--- config.mk ---
export PLATFORM = sky130hd
export DESIGN_NAME = integer_literal_scanner_unit
export DESIGN_NICKNAME = d
export VERILOG_FILES = /design/src/design/ils_pkg.sv /design/src/design/ils_parse.sv /design/src/design/integer_literal_scanner_unit.sv
export SDC_FILE = /design/constraint.sdc
export NUM_CORES = 2
export LEC_CHECK = 0
export BUFFER_PORTS_ARGS = -buffer_cell sky130_fd_sc_hd__buf_2
export CORE_MARGIN = 4
export CORE_UTILIZATION = 45
export DETAILED_ROUTE_END_ITERATION = 16
export GPL_TIMING_DRIVEN = 0
export SLEW_MARGIN = 20
export SYNTH_ARGS = -nofsm -noshare
export SYNTH_HDL_FRONTEND = slang
export SYNTH_SLANG_ARGS = --single-unit
--- constraint.sdc ---
create_clock -name i_clk -period 7.95 [get_ports i_clk]
set_input_delay 0.795 -clock i_clk [delete_from_list [all_inputs] [get_ports i_clk]]
set_output_delay 0.795 -clock i_clk [all_outputs]
set_load 0.1 [all_outputs]
--- src/design/ils_pkg.sv ---
// ils_pkg: shared types, limits and the base-60 fold for the integer literal scanner
// no dependencies; imported by ils_parse, integer_literal_scanner_unit and the testbench
package ils_pkg;

    localparam logic [63:0] MAG_LIMIT   = 64'h8000_0000_0000_0000;
    localparam logic [69:0] MAG_LIMIT_W = {6'd0, MAG_LIMIT};

    typedef enum logic [2:0] {
        PH_START,
        PH_SIGN,
        PH_ZERO,
        PH_BODY,
        PH_WAIT
    } t_phase;

    typedef enum logic [1:0] {
        RC_DEC,
        RC_HEX,
        RC_OCT,
        RC_BIN
    } t_radix;

    // parser state at the final beat of a scalar
    typedef struct packed {
        logic        negative;
        logic        colon_seen;
        logic        too_long;
        logic        radix_err;
        logic [63:0] radix_mag;
        logic        sexa_fail;
        logic        group_has_digit;
        logic [63:0] sexa_total;
        logic [63:0] sexa_group;
    } t_snap;

    // total * 60 + group, wide enough that nothing is lost
    function automatic logic [69:0] ils_fold(input logic [63:0] total,
                                             input logic [63:0] group);
        logic [69:0] t;
        t = {6'd0, total};
        return (t << 6) - (t << 2) + {6'd0, group};
    endfunction

endpackage

--- src/design/ils_parse.sv ---
// ils_parse: per-character parser state (prefix, radix and base-60 readings)
// depends on ils_pkg; hands the final state of each scalar to the top level
module ils_parse #(
    parameter int MAX_CHARS = 79
) (
    input  logic          i_clk,
    input  logic          i_rst_n,
    input  logic          i_en,
    input  logic [7:0]    i_char,
    input  logic          i_last,
    output ils_pkg::t_snap o_snap
);
    import ils_pkg::*;

    localparam int CNT_W = $clog2(MAX_CHARS + 2);
    localparam logic [CNT_W-1:0] CNT_MAX = CNT_W'(MAX_CHARS);

    localparam logic [7:0] CH_UNDERSCORE = 8'h5F;
    localparam logic [7:0] CH_COMMA      = 8'h2C;
    localparam logic [7:0] CH_COLON      = 8'h3A;
    localparam logic [7:0] CH_MINUS      = 8'h2D;
    localparam logic [7:0] CH_PLUS       = 8'h2B;
    localparam logic [7:0] CH_ZERO       = 8'h30;
    localparam logic [7:0] CH_ONE        = 8'h31;
    localparam logic [7:0] CH_SEVEN      = 8'h37;
    localparam logic [7:0] CH_NINE       = 8'h39;
    localparam logic [7:0] CH_LO_A       = 8'h61;
    localparam logic [7:0] CH_LO_F       = 8'h66;
    localparam logic [7:0] CH_UP_A       = 8'h41;
    localparam logic [7:0] CH_UP_F       = 8'h46;
    localparam logic [7:0] CH_LO_X       = 8'h78;
    localparam logic [7:0] CH_UP_X       = 8'h58;
    localparam logic [7:0] CH_LO_B       = 8'h62;
    localparam logic [7:0] CH_UP_B       = 8'h42;
    localparam logic [7:0] CH_LO_O       = 8'h6F;

    t_phase           r_phase, n_phase;
    logic             r_neg, n_neg;
    t_radix           r_radix, n_radix;
    logic [63:0]      r_mag, n_mag;
    logic             r_rfail, n_rfail;
    logic [63:0]      r_total, n_total;
    logic [63:0]      r_group, n_group;
    logic [1:0]       r_done, n_done;
    logic             r_ghd, n_ghd;
    logic             r_sfail, n_sfail;
    logic             r_colon, n_colon;
    logic [CNT_W-1:0] r_count, n_count;

    logic        w_kept;
    logic        w_dec_ok;
    logic        w_hex_ok;
    logic [3:0]  w_hex_val;
    t_radix      w_rc_eff;
    logic        w_dig_ok;
    logic [67:0] w_mag_w;
    logic [67:0] w_prod;
    logic        w_rad_ovf;
    logic        w_rf_fail;
    logic [63:0] w_rf_mag;
    logic [67:0] w_g10;
    logic [69:0] w_fold;
    logic        w_sf_fail;
    logic [63:0] w_sf_total;
    logic [63:0] w_sf_group;
    logic [1:0]  w_sf_done;
    logic        w_sf_ghd;

    // digit decode
    always_comb begin
        w_dec_ok  = (i_char >= CH_ZERO) && (i_char <= CH_NINE);
        w_hex_ok  = 1'b0;
        w_hex_val = 4'd0;
        if (w_dec_ok) begin
            w_hex_ok  = 1'b1;
            w_hex_val = i_char[3:0];
        end else if (((i_char >= CH_LO_A) && (i_char <= CH_LO_F)) ||
                     ((i_char >= CH_UP_A) && (i_char <= CH_UP_F))) begin
            w_hex_ok  = 1'b1;
            w_hex_val = i_char[3:0] + 4'd9;
        end
    end

    // radix reading
    always_comb begin
        w_rc_eff = (r_phase == PH_ZERO) ? RC_OCT : r_radix;
        w_mag_w  = {4'd0, r_mag};
        unique case (w_rc_eff)
            RC_HEX: begin
                w_dig_ok = w_hex_ok;
                w_prod   = w_mag_w << 4;
            end
            RC_OCT: begin
                w_dig_ok = (i_char >= CH_ZERO) && (i_char <= CH_SEVEN);
                w_prod   = w_mag_w << 3;
            end
            RC_BIN: begin
                w_dig_ok = (i_char == CH_ZERO) || (i_char == CH_ONE);
                w_prod   = w_mag_w << 1;
            end
            default: begin
                w_dig_ok = w_dec_ok;
                w_prod   = (w_mag_w << 3) + (w_mag_w << 1);
            end
        endcase
        w_prod    = w_prod + {64'd0, w_hex_val};
        w_rad_ovf = w_prod > {4'd0, MAG_LIMIT};
        w_rf_fail = r_rfail || !w_dig_ok || w_rad_ovf;
        w_rf_mag  = (w_dig_ok && !r_rfail && !w_rad_ovf) ? w_prod[63:0] : r_mag;
    end

    // base-60 reading
    always_comb begin
        w_g10      = ({4'd0, r_group} << 3) + ({4'd0, r_group} << 1)
                     + {64'd0, i_char[3:0]};
        w_fold     = ils_fold(r_total, r_group);
        w_sf_fail  = r_sfail;
        w_sf_total = r_total;
        w_sf_group = r_group;
        w_sf_done  = r_done;
        w_sf_ghd   = r_ghd;
        if (!r_sfail) begin
            if (i_char == CH_COLON) begin
                if (r_done[1] || ((r_done != 2'd0) && !r_ghd) || (w_fold > MAG_LIMIT_W)) begin
                    w_sf_fail = 1'b1;
                end else begin
                    w_sf_total = w_fold[63:0];
                    w_sf_group = 64'd0;
                    w_sf_ghd   = 1'b0;
                    w_sf_done  = r_done + 2'd1;
                end
            end else if (w_dec_ok) begin
                if (w_g10 > {4'd0, MAG_LIMIT}) begin
                    w_sf_fail = 1'b1;
                end else begin
                    w_sf_group = w_g10[63:0];
                    w_sf_ghd   = 1'b1;
                end
            end else begin
                w_sf_fail = 1'b1;
            end
        end
    end

    // next state
    always_comb begin
        w_kept  = (i_char != CH_UNDERSCORE) && (i_char != CH_COMMA);
        n_phase = r_phase;
        n_neg   = r_neg;
        n_radix = r_radix;
        n_mag   = r_mag;
        n_rfail = r_rfail;
        n_total = r_total;
        n_group = r_group;
        n_done  = r_done;
        n_ghd   = r_ghd;
        n_sfail = r_sfail;
        n_colon = r_colon;
        n_count = r_count;
        if (w_kept) begin
            if (r_count <= CNT_MAX) begin
                n_count = r_count + 1'b1;
            end
            if (i_char == CH_COLON) begin
                n_colon = 1'b1;
            end
            unique case (r_phase)
                PH_START, PH_SIGN: begin
                    if ((r_phase == PH_START) && (i_char == CH_MINUS)) begin
                        n_neg   = 1'b1;
                        n_phase = PH_SIGN;
                    end else if ((r_phase == PH_START) && (i_char == CH_PLUS)) begin
                        n_phase = PH_SIGN;
                    end else if (i_char == CH_ZERO) begin
                        n_phase = PH_ZERO;
                        n_sfail = w_sf_fail;
                        n_total = w_sf_total;
                        n_group = w_sf_group;
                        n_done  = w_sf_done;
                        n_ghd   = w_sf_ghd;
                    end else begin
                        n_phase = PH_BODY;
                        n_rfail = w_rf_fail;
                        n_mag   = w_rf_mag;
                        n_sfail = w_sf_fail;
                        n_total = w_sf_total;
                        n_group = w_sf_group;
                        n_done  = w_sf_done;
                        n_ghd   = w_sf_ghd;
                    end
                end
                PH_ZERO: begin
                    if ((i_char == CH_LO_X) || (i_char == CH_UP_X)) begin
                        n_radix = RC_HEX;
                        n_phase = PH_WAIT;
                        n_sfail = 1'b1;
                    end else if ((i_char == CH_LO_B) || (i_char == CH_UP_B)) begin
                        n_radix = RC_BIN;
                        n_phase = PH_WAIT;
                        n_sfail = 1'b1;
                    end else if (i_char == CH_LO_O) begin
                        n_radix = RC_OCT;
                        n_phase = PH_BODY;
                    end else begin
                        n_radix = RC_OCT;
                        n_phase = PH_BODY;
                        n_rfail = w_rf_fail;
                        n_mag   = w_rf_mag;
                        n_sfail = w_sf_fail;
                        n_total = w_sf_total;
                        n_group = w_sf_group;
                        n_done  = w_sf_done;
                        n_ghd   = w_sf_ghd;
                    end
                end
                default: begin
                    if ((r_phase == PH_WAIT) && w_dig_ok) begin
                        n_phase = PH_BODY;
                    end
                    n_rfail = w_rf_fail;
                    n_mag   = w_rf_mag;
                    n_sfail = w_sf_fail;
                    n_total = w_sf_total;
                    n_group = w_sf_group;
                    n_done  = w_sf_done;
                    n_ghd   = w_sf_ghd;
                end
            endcase
        end
    end

    always_comb begin
        o_snap.negative        = n_neg;
        o_snap.colon_seen      = n_colon;
        o_snap.too_long        = n_count > CNT_MAX;
        o_snap.radix_err       = n_rfail || !((n_phase == PH_ZERO) || (n_phase == PH_BODY));
        o_snap.radix_mag       = n_mag;
        o_snap.sexa_fail       = n_sfail;
        o_snap.group_has_digit = n_ghd;
        o_snap.sexa_total      = n_total;
        o_snap.sexa_group      = n_group;
    end

    // back to start of scalar on reset and after the final beat
    always_ff @(posedge i_clk) begin
        if (!i_rst_n || (i_en && i_last)) begin
            r_phase <= PH_START;
            r_neg   <= 1'b0;
            r_radix <= RC_DEC;
            r_mag   <= 64'd0;
            r_rfail <= 1'b0;
            r_total <= 64'd0;
            r_group <= 64'd0;
            r_done  <= 2'd0;
            r_ghd   <= 1'b0;
            r_sfail <= 1'b0;
            r_colon <= 1'b0;
            r_count <= '0;
        end else if (i_en) begin
            r_phase <= n_phase;
            r_neg   <= n_neg;
            r_radix <= n_radix;
            r_mag   <= n_mag;
            r_rfail <= n_rfail;
            r_total <= n_total;
            r_group <= n_group;
            r_done  <= n_done;
            r_ghd   <= n_ghd;
            r_sfail <= n_sfail;
            r_colon <= n_colon;
            r_count <= n_count;
        end
    end

endmodule

--- src/design/integer_literal_scanner_unit.sv ---
// integer_literal_scanner_unit: top level, input register, parser and result pipeline
// depends on ils_pkg and ils_parse
//
// Takes one character beat per clock while o_stall is low and, on the beat marked last,
// returns one signed 64-bit value with an error flag; the value is zero when the error
// flag is set. Beats flow back to back at one per cycle unless o_stall is raised; the
// parser state register updates on every accepted beat. After the input register, a
// result passes the parser update, then the base-60 fold and source select, then the
// range check and sign, each registered. Each stage holds only while the stage
// after it is full and stalled, so input keeps flowing while a result waits.
module integer_literal_scanner_unit #(
    parameter int MAX_CHARS = 79
) (
    input  logic               i_clk,
    input  logic               i_rst_n,
    input  logic               i_valid,
    output logic               o_stall,
    input  logic [7:0]         i_char_in,
    input  logic               i_is_last,
    output logic               o_valid,
    input  logic               i_stall,
    output logic signed [63:0] o_value,
    output logic               o_error
);
    import ils_pkg::*;

    logic        r_in_valid;
    logic [7:0]  r_in_char;
    logic        r_in_last;

    logic        r_s1_valid;
    t_snap       r_s1_snap;

    logic        r_s2_valid;
    logic [63:0] r_s2_mag;
    logic        r_s2_err;
    logic        r_s2_neg;

    logic               r_out_valid;
    logic signed [63:0] r_out_value;
    logic               r_out_error;

    logic        w_rdy_out;
    logic        w_rdy_s2;
    logic        w_rdy_s1;
    logic        w_rdy_in;
    logic        w_en;
    t_snap       w_snap;

    logic [69:0] w_fold;
    logic [63:0] n_s2_mag;
    logic        n_s2_err;
    logic [63:0] w_limit;
    logic        n_out_err;
    logic [63:0] n_out_value;

    assign w_rdy_out = !r_out_valid || !i_stall;
    assign w_rdy_s2  = !r_s2_valid || w_rdy_out;
    assign w_rdy_s1  = !r_s1_valid || w_rdy_s2;
    assign w_rdy_in  = !r_in_valid || !r_in_last || w_rdy_s1;
    assign w_en      = r_in_valid && w_rdy_in;
    assign o_stall   = !w_rdy_in;

    ils_parse #(
        .MAX_CHARS(MAX_CHARS)
    ) u_parse (
        .i_clk   (i_clk),
        .i_rst_n (i_rst_n),
        .i_en    (w_en),
        .i_char  (r_in_char),
        .i_last  (r_in_last),
        .o_snap  (w_snap)
    );

    // fold and pick the reading
    always_comb begin
        w_fold = ils_fold(r_s1_snap.sexa_total, r_s1_snap.sexa_group);
        if (r_s1_snap.colon_seen) begin
            n_s2_mag = w_fold[63:0];
            n_s2_err = r_s1_snap.sexa_fail || !r_s1_snap.group_has_digit
                       || (w_fold > MAG_LIMIT_W);
        end else begin
            n_s2_mag = r_s1_snap.radix_mag;
            n_s2_err = r_s1_snap.radix_err;
        end
        n_s2_err = n_s2_err || r_s1_snap.too_long;
    end

    // range check and sign
    always_comb begin
        w_limit   = r_s2_neg ? MAG_LIMIT : MAG_LIMIT - 64'd1;
        n_out_err = r_s2_err || (r_s2_mag > w_limit);
        if (n_out_err) begin
            n_out_value = 64'd0;
        end else if (r_s2_neg) begin
            n_out_value = 64'd0 - r_s2_mag;
        end else begin
            n_out_value = r_s2_mag;
        end
    end

    always_ff @(posedge i_clk) begin
        if (!i_rst_n) begin
            r_in_valid  <= 1'b0;
            r_s1_valid  <= 1'b0;
            r_s2_valid  <= 1'b0;
            r_out_valid <= 1'b0;
        end else begin
            if (w_rdy_in) begin
                r_in_valid <= i_valid;
            end
            if (w_rdy_s1) begin
                r_s1_valid <= w_en && r_in_last;
            end
            if (w_rdy_s2) begin
                r_s2_valid <= r_s1_valid;
            end
            if (w_rdy_out) begin
                r_out_valid <= r_s2_valid;
            end
        end
    end

    always_ff @(posedge i_clk) begin
        if (w_rdy_in) begin
            r_in_char <= i_char_in;
            r_in_last <= i_is_last;
        end
        if (w_rdy_s1) begin
            r_s1_snap <= w_snap;
        end
        if (w_rdy_s2) begin
            r_s2_mag <= n_s2_mag;
            r_s2_err <= n_s2_err;
            r_s2_neg <= r_s1_snap.negative;
        end
        if (w_rdy_out) begin
            r_out_value <= n_out_value;
            r_out_error <= n_out_err;
        end
    end

    assign o_valid = r_out_valid;
    assign o_value = r_out_value;
    assign o_error = r_out_error;

    a_error_zero: assert property (@(posedge i_clk) disable iff (!i_rst_n)
        r_out_valid && r_out_error |-> r_out_value == 64'sd0)
        else $error("error beat with nonzero value");

    a_snap_from_last: assert property (@(posedge i_clk) disable iff (!i_rst_n)
        r_s1_valid && !$past(r_s1_valid) |-> $past(r_in_valid && r_in_last))
        else $error("result stage loaded without a last beat");

    a_stall_full: assert property (@(posedge i_clk) disable iff (!i_rst_n)
        o_stall |-> r_in_valid && r_in_last && r_s1_valid && r_s2_valid
                    && r_out_valid && i_stall)
        else $error("input stalled with room in the pipeline");

endmodule

# Word level (Yosys, flattened, before mapping)
# Cells that the tools add are included.
[totals]
regBits = 553
[classes]
n_reduce_logical = 52
n_mux = 100
eq_ne = 25
order_cmp = 14
add_sub_neg = 12
[op_table]
columns = ["cell", "n"]
rows = [
  ["64-bit 2-to-1 mux", 31],
  ["64-bit one-hot mux with 2 select lines", 3],
  ["68-bit one-hot mux with 3 select lines", 1],
  ["70-bit by 64-bit adder with 70-bit output", 2],
  ["70-bit by 64-bit > comparator with 1-bit output (second input constant)", 2],
  ["70-bit by 66-bit subtractor with 70-bit output", 2],
  ["67-bit by 65-bit adder with 68-bit output", 2],
  ["68-bit by 4-bit adder with 68-bit output", 2],
  ["68-bit by 64-bit > comparator with 1-bit output (second input constant)", 2],
  ["64-bit > comparator", 1],
  ["1-bit by 64-bit subtractor with 64-bit output (first input constant)", 1],
  ["8-bit by 6-bit == test with 1-bit output (second input constant)", 5],
  ["8-bit by 7-bit == test with 1-bit output (second input constant)", 5],
  ["1-bit 2-to-1 mux", 39],
  ["1-bit logical OR", 20],
  ["2-bit 2-to-1 mux", 10],
  ["3-bit 2-to-1 mux", 6],
  ["8-bit by 7-bit greater-or-equal comparator with 1-bit output (second input constant)", 2],
  ["8-bit by 6-bit <= comparator with 1-bit output (second input constant)", 2],
  ["8-bit by 7-bit <= comparator with 1-bit output (second input constant)", 2],
  ["1-bit logical NOT", 14],
  ["7-bit 2-to-1 mux", 2],
  ["1-bit logical AND", 13],
  ["2-bit inequality test (second input constant)", 5],
  ["23 further kinds", 29],
]

# Longest topological paths before layout
[logic_depth]
word_depth = 15
ltp_mapped = 31

# Cells and area by module
# A second synthesis with hierarchy kept.
[hier_totals]
hier_cells = 6375
area_unflattened_um2 = 53517.6
[modules_own_cells]
columns = ["mod", "cells_per_inst", "seq_area_each_um2", "area_each_um2", "instances"]
rows = [
  ["ils_parse", 4413, 4224.1, 31879.3, 1],
  ["integer_literal_scanner_unit", 1962, 10229.8, 21638.3, 1],
]

# Worst setup path after synthesis
# No wires, ideal clock.
[synth_timing]
path_type = "register -> register"
startpoint = "register u_parse.r_phase[1]"
endpoint = "register r_s1_snap[137] (netlist bit), data pin"
setup_slack_ns = 0.784
period_less_slack_ns = 7.166
path_stages_with_launch = 30
required_time_ns = 7.690
arrival_ns = 6.906
setup_time_ns = 0.260
cell_sequence = "dfxtp_1 > buf_4 > nor3b_4 > buf_6 > nor2_1 > buf_2 > buf_2 > clkbuf_1 > buf_2 > clkbuf_1 > buf_1 > a222oi_1 > inv_1 > ha_1 > a21oi_1 > inv_1 > nand3b_4 > nor4_4 > nand4_2 > or3_1 > or4b_4 > nor2_2 > or4b_4 > xor2_1 > or4_1 > or4_4 > nor4_4 > nor2_2 > buf_6 > mux2_4"
[synth_via]
elab_chain_len = 14
[synth_rtl]
columns = ["item", "line_no", "rtl"]
rows = [
  ["from (decl)", "ils_parse.sv:37", "t_phase r_phase, n_phase;"],
  ["from (signal assigned)", "ils_parse.sv:260", "r_phase <= n_phase;"],
  ["3-bit by 2-bit == test with 1-bit output", "ils_parse.sv:86, ils_parse.sv:167", ""],
  ["2-bit 2-to-1 mux", "ils_parse.sv:86", "w_rc_eff = (r_phase == PH_ZERO) ? RC_OCT : r_radix;"],
  ["2-bit == test / 2-bit by 1-bit == test with 1-bit output (equally long branches)", "ils_parse.sv:88", "unique case (w_rc_eff)"],
  ["68-bit one-hot mux with 3 select lines", "ils_parse.sv:88", ""],
  ["68-bit by 4-bit adder with 68-bit output", "ils_parse.sv:106", "w_prod = w_prod + {64'd0, w_hex_val};"],
  ["68-bit by 64-bit > comparator with 1-bit output", "ils_parse.sv:107", "w_rad_ovf = w_prod > {4'd0, MAG_LIMIT};"],
  ["1-bit logical NOT", "ils_parse.sv:109", "w_rf_mag = (w_dig_ok && !r_rfail && !w_rad_ovf) ? w_prod[63:0] : r_mag;"],
  ["1-bit logical AND", "ils_parse.sv:109", ""],
  ["64-bit 2-to-1 mux", "ils_parse.sv:109", ""],
  ["64-bit 2-to-1 mux (on tied branches)", "ils_parse.sv:201, ils_parse.sv:174", ""],
  ["64-bit 2-to-1 mux (on tied branches)", "ils_parse.sv:197, ils_parse.sv:172", ""],
  ["64-bit 2-to-1 mux (on tied branches)", "ils_parse.sv:193, ils_parse.sv:169", ""],
  ["64-bit one-hot mux with 2 select lines (*)", "ils_parse.sv:167", "unique case (r_phase)"],
  ["64-bit 2-to-1 mux (*)", "ils_parse.sv:160", "if (w_kept) begin"],
  ["named net u_parse.n_mag[7]", "ils_parse.sv:40", "logic [63:0] r_mag, n_mag;"],
  ["to (signal assigned)", "integer_literal_scanner_unit.sv:130", "r_s1_snap <= w_snap;"],
  ["to (decl)", "integer_literal_scanner_unit.sv:32", "t_snap r_s1_snap;"],
]
# The timed path passes the listed nets; every way through them passes the cells marked *.
# A chain may end at the register's enable or synchronous reset.

# Worst setup path in the final report
[layout_timing]
startpoint = "register u_parse.r_mag[0]"
endpoint = "register r_s1_snap[173] (netlist bit), data pin"
[layout_via]
elab_chain_len = 12
[layout_rtl]
columns = ["item", "line_no", "rtl"]
rows = [
  ["from (decl)", "ils_parse.sv:40", ""],
  ["from (signal assigned)", "ils_parse.sv:263", "r_mag <= n_mag;"],
  ["67-bit by 65-bit adder with 68-bit output", "ils_parse.sv:103", "w_prod = (w_mag_w << 3) + (w_mag_w << 1);"],
  ["68-bit one-hot mux with 3 select lines (*)", "ils_parse.sv:88", ""],
  ["68-bit by 4-bit adder with 68-bit output (*)", "ils_parse.sv:106", ""],
  ["68-bit by 64-bit > comparator with 1-bit output", "ils_parse.sv:107", ""],
  ["1-bit logical NOT", "ils_parse.sv:109", ""],
  ["1-bit logical AND", "ils_parse.sv:109", ""],
  ["64-bit 2-to-1 mux (*)", "ils_parse.sv:109", ""],
  ["64-bit 2-to-1 mux (on tied branches)", "ils_parse.sv:201, ils_parse.sv:174", ""],
  ["64-bit 2-to-1 mux (on tied branches)", "ils_parse.sv:197, ils_parse.sv:172", ""],
  ["64-bit 2-to-1 mux (on tied branches)", "ils_parse.sv:193, ils_parse.sv:169", ""],
  ["64-bit one-hot mux with 2 select lines (*)", "ils_parse.sv:167", ""],
  ["64-bit 2-to-1 mux (*)", "ils_parse.sv:160", ""],
  ["named net u_parse.n_mag[43]", "ils_parse.sv:40", ""],
]
# Marked as above.

==> metrics.txt <==
Max stage delay cell, worst path=or4b_4; area delta synth->final=10.4%; RSZ-0062 raised after global routing=false; Synth Instances=6,377; most common cell in the synthesized netlist=inv_1; CP Class=reg -> reg; FP Rows=125; Hold Vio Cnt, Final=0; hold_ws=0.344 ns; clk_skew=0.0457 ns; crit-path cells=ha_1 -> inv_1 -> fa_1 -> nand2b_1 -> a211oi_2 -> o311ai_2 -> a211oi_2 -> nor3_1 -> or3_1 -> a31oi_2 -> and4_1 -> nand4_1 -> or4b_4 -> xor2_2 -> or4_4 -> or4_4 -> nor4_4 -> nor2_4 -> buf_6 -> buf_2 -> o2bb2ai_2; global route overflow=0; fin crit share=98.4%; Syn Area/Cell=8.31 sq um; most area-consuming cells after synthesis=edfxtp_1 (19%), ha_1 (9.7%), dfxtp_1 (8.1%); max_slew headroom=22.2%; vias per cell=6.19; Die Height=351 um; post-route insts no fill=8,131; top cells by count, synth=inv_1 (597), nand2_1 (556), nor2_1 (555); synthesized net count=6,921; final setup vio count=0; area share of the largest cell type after synthesis=19.2%; WP data arrival=8.20 ns; Final HPWL DP=168 mm; full die area=123,000 sq um; R2R Setup Slk=0.13 ns; Post-synth ARST share=0%; crit path max fanout=10; share of cells above drive strength 1=8.69%; H-tree levels=3; IO Count=80; Worst path max stage delay=0.69 ns; Initial Utilization=45.5%; Fmax=128 MHz; core footprint=117,000 sq um; run status=complete, no violations; Clk pin slew, worst setup/hold paths=0.06 ns; Root Buffer Master=clkbuf_16; initial DRC count=5,862; PwrDens=135 nW/um^2; register area share after synthesis=27.3%; Routed WL per cell=25.2 um; RD Place Congestion=0.995; largest net degree at the start of global routing=101; Port Buf Inserts=79; Post-synth EDFFs=338; Max VDD drop=0.000168 V; #FFs+latches synth=553; antenna violations before repair=10; Worst EP required=8.33 ns; gr usage total=32.5%; Post-layout nets=7,093; number of global-route vias before repair=47,200; CP endpoint kind=register; final core utilization=50.2%; first-pass GRT wire length=303 mm; Reg-to-Reg Start=u_parse.r_mag[0]$_SDFFE_PP0P_; Final ANT Viol Nets=0; routed via count=50,400; CTS max path bufs=3; Remaining DRCs=0; Netlist cell types=110; Final min period=7.82 ns; Leak=26.4 nW; Worst Setup Start Kind=register; TritonCTS clock tree=yes; Num CTS Buffers=67; Placed Cells=7,992; start point of the critical path=u_parse.r_mag[0]$_SDFFE_PP0P_; # hold bufs at CTS=0; Final Max Slew Viols=0; Worst-Margin Slew=1.14 ns; Synth Warn #=0; min-delay src=i_char_in[7]; Tot Pwr=7.89 mW; Initial DRT Pass Iterations=7; ys flop type=edfxtp_1; largest area contributor in the netlist=edfxtp_1; Worst Hold Class=in -> reg; Max Cap Viol=0; clk sinks=553; total wire length=205 mm; Die W=351 um; Post-Syn Area=53,000 sq um; Clk Latency, worst-skew pair=0.66 ns
==> state kept, by name (all words and copies together), names as in the netlist, 2 cells and up <==
name,cells
u_parse.r_mag,64
r_s2_mag,64
u_parse.r_done,2
r_in_char,8
u_parse.r_count,7
u_parse.r_radix,2
u_parse.r_group,64
u_parse.r_phase,3
o_value,64
r_s1_snap,198
u_parse.r_total,64
==> logic make-up (layout without fill, tap and decap cells) <==
| group | after synthesis | in the layout | share of synthesized area, % |
|---|---|---|---|
| buffers and inverters | 905 | 1131 | 6.68 |
| muxes | 264 | 264 | 5.41 |
| AOI/OAI and AO/OA | 1795 | 1795 | 22.5 |
| and+or+nand+nor | 2026 | 2026 | 18.9 |
| adders and majority gates | 531 | 531 | 14.2 |
| DFF | 553 | 553 | 27.3 |
| other | 0 | 4 | 0 |
| xor gates and xnor gates | 303 | 303 | 5.01 |
==> through the flow <==
step	cell area, sq um	setup WS, ns	setup TNS (ns)
2_1_floorplan	53000	0.784	0
3_3_place_gp	55300	-2.82	-571.78
3_5_place_dp	55500	-2.67	-392.84
4_1_cts	58300	0.0260	0
5_1_grt	58400	0.00230	0
6_report	58500	0.126	0
==> per-layer routing <==
metal  wire length [um]  share of wire (%)  global-route usage (%)
met2              87300                 43                    49.3
met4               6190                3.0                    9.46
met1              92400                 45                    47.1
met3              19200                9.3                    5.80
met5                 54              0.026                       0
==> where the power goes <==
group          internal, mW  switching, mW
Sequential             3.05         0.0329
Combinational         0.541           1.15
Clock                  1.76           1.36
Total                  5.34           2.55
==> worst paths after layout <==
path / end / cells after the start
setup / recovery: r_s1_snap[173]$_DFFE_PP_ / 21
hold / removal: r_in_char[7]$_DFFE_PN_ / 1
setup reg to reg: r_s1_snap[173]$_DFFE_PP_ / 21
hold reg to reg: r_s2_neg$_DFFE_PP_ / 0
==> worst max-delay path, delay by kind of cell, from the launching register on <==
kind	cells	cell delay (ns)
and+or+nand+nor	10	3.53
AOI/OAI and AO/OA	5	1.81
xor gates and xnor gates	1	0.28
DFF	1	0.62
adders and majority gates	2	0.75
buffers and inverters	3	0.50
==> area by class of cell <==
class                      instances  area, sq um
inverter                         598         2250
antenna                            4         10.0
fill                           11400        58100
sequential                       553        14500
clock inverter                    35          340
tap                             1524         1910
multi-input combinational       4919        35600
timing repair buffer             106          728
buffer                           304         1340
clock buffer                      88         1870
==> what timing repair did <==
item | in CTS | in global routing
endpoints found under the setup margin | 321 | 262
pin swaps | 8 | 4
buffers inserted | 10 | 5
resized for setup | 86 | 55
==> cells in the final DEF (no fill, tap or decap), types with 69 or more instances in the layout <==
cell type / n
ha_1: 411
clkbuf_1: 236
nor2_1: 549
inv_1: 595
nand4_1: 126
a211oi_1: 72
xnor2_1: 159
nor3_1: 129
mux2i_1: 125
nand2_1: 554
xor2_1: 141
nand3_1: 131
edfxtp_1: 338
a21o_1: 204
fa_1: 120
o21a_1: 72
clkbuf_16: 70
dfxtp_1: 215
buf_2: 110
mux2_2: 120
a21oi_1: 477
and3_1: 69
o21ai_0: 349
No activity file was read; power rests on OpenSTA's default activity.
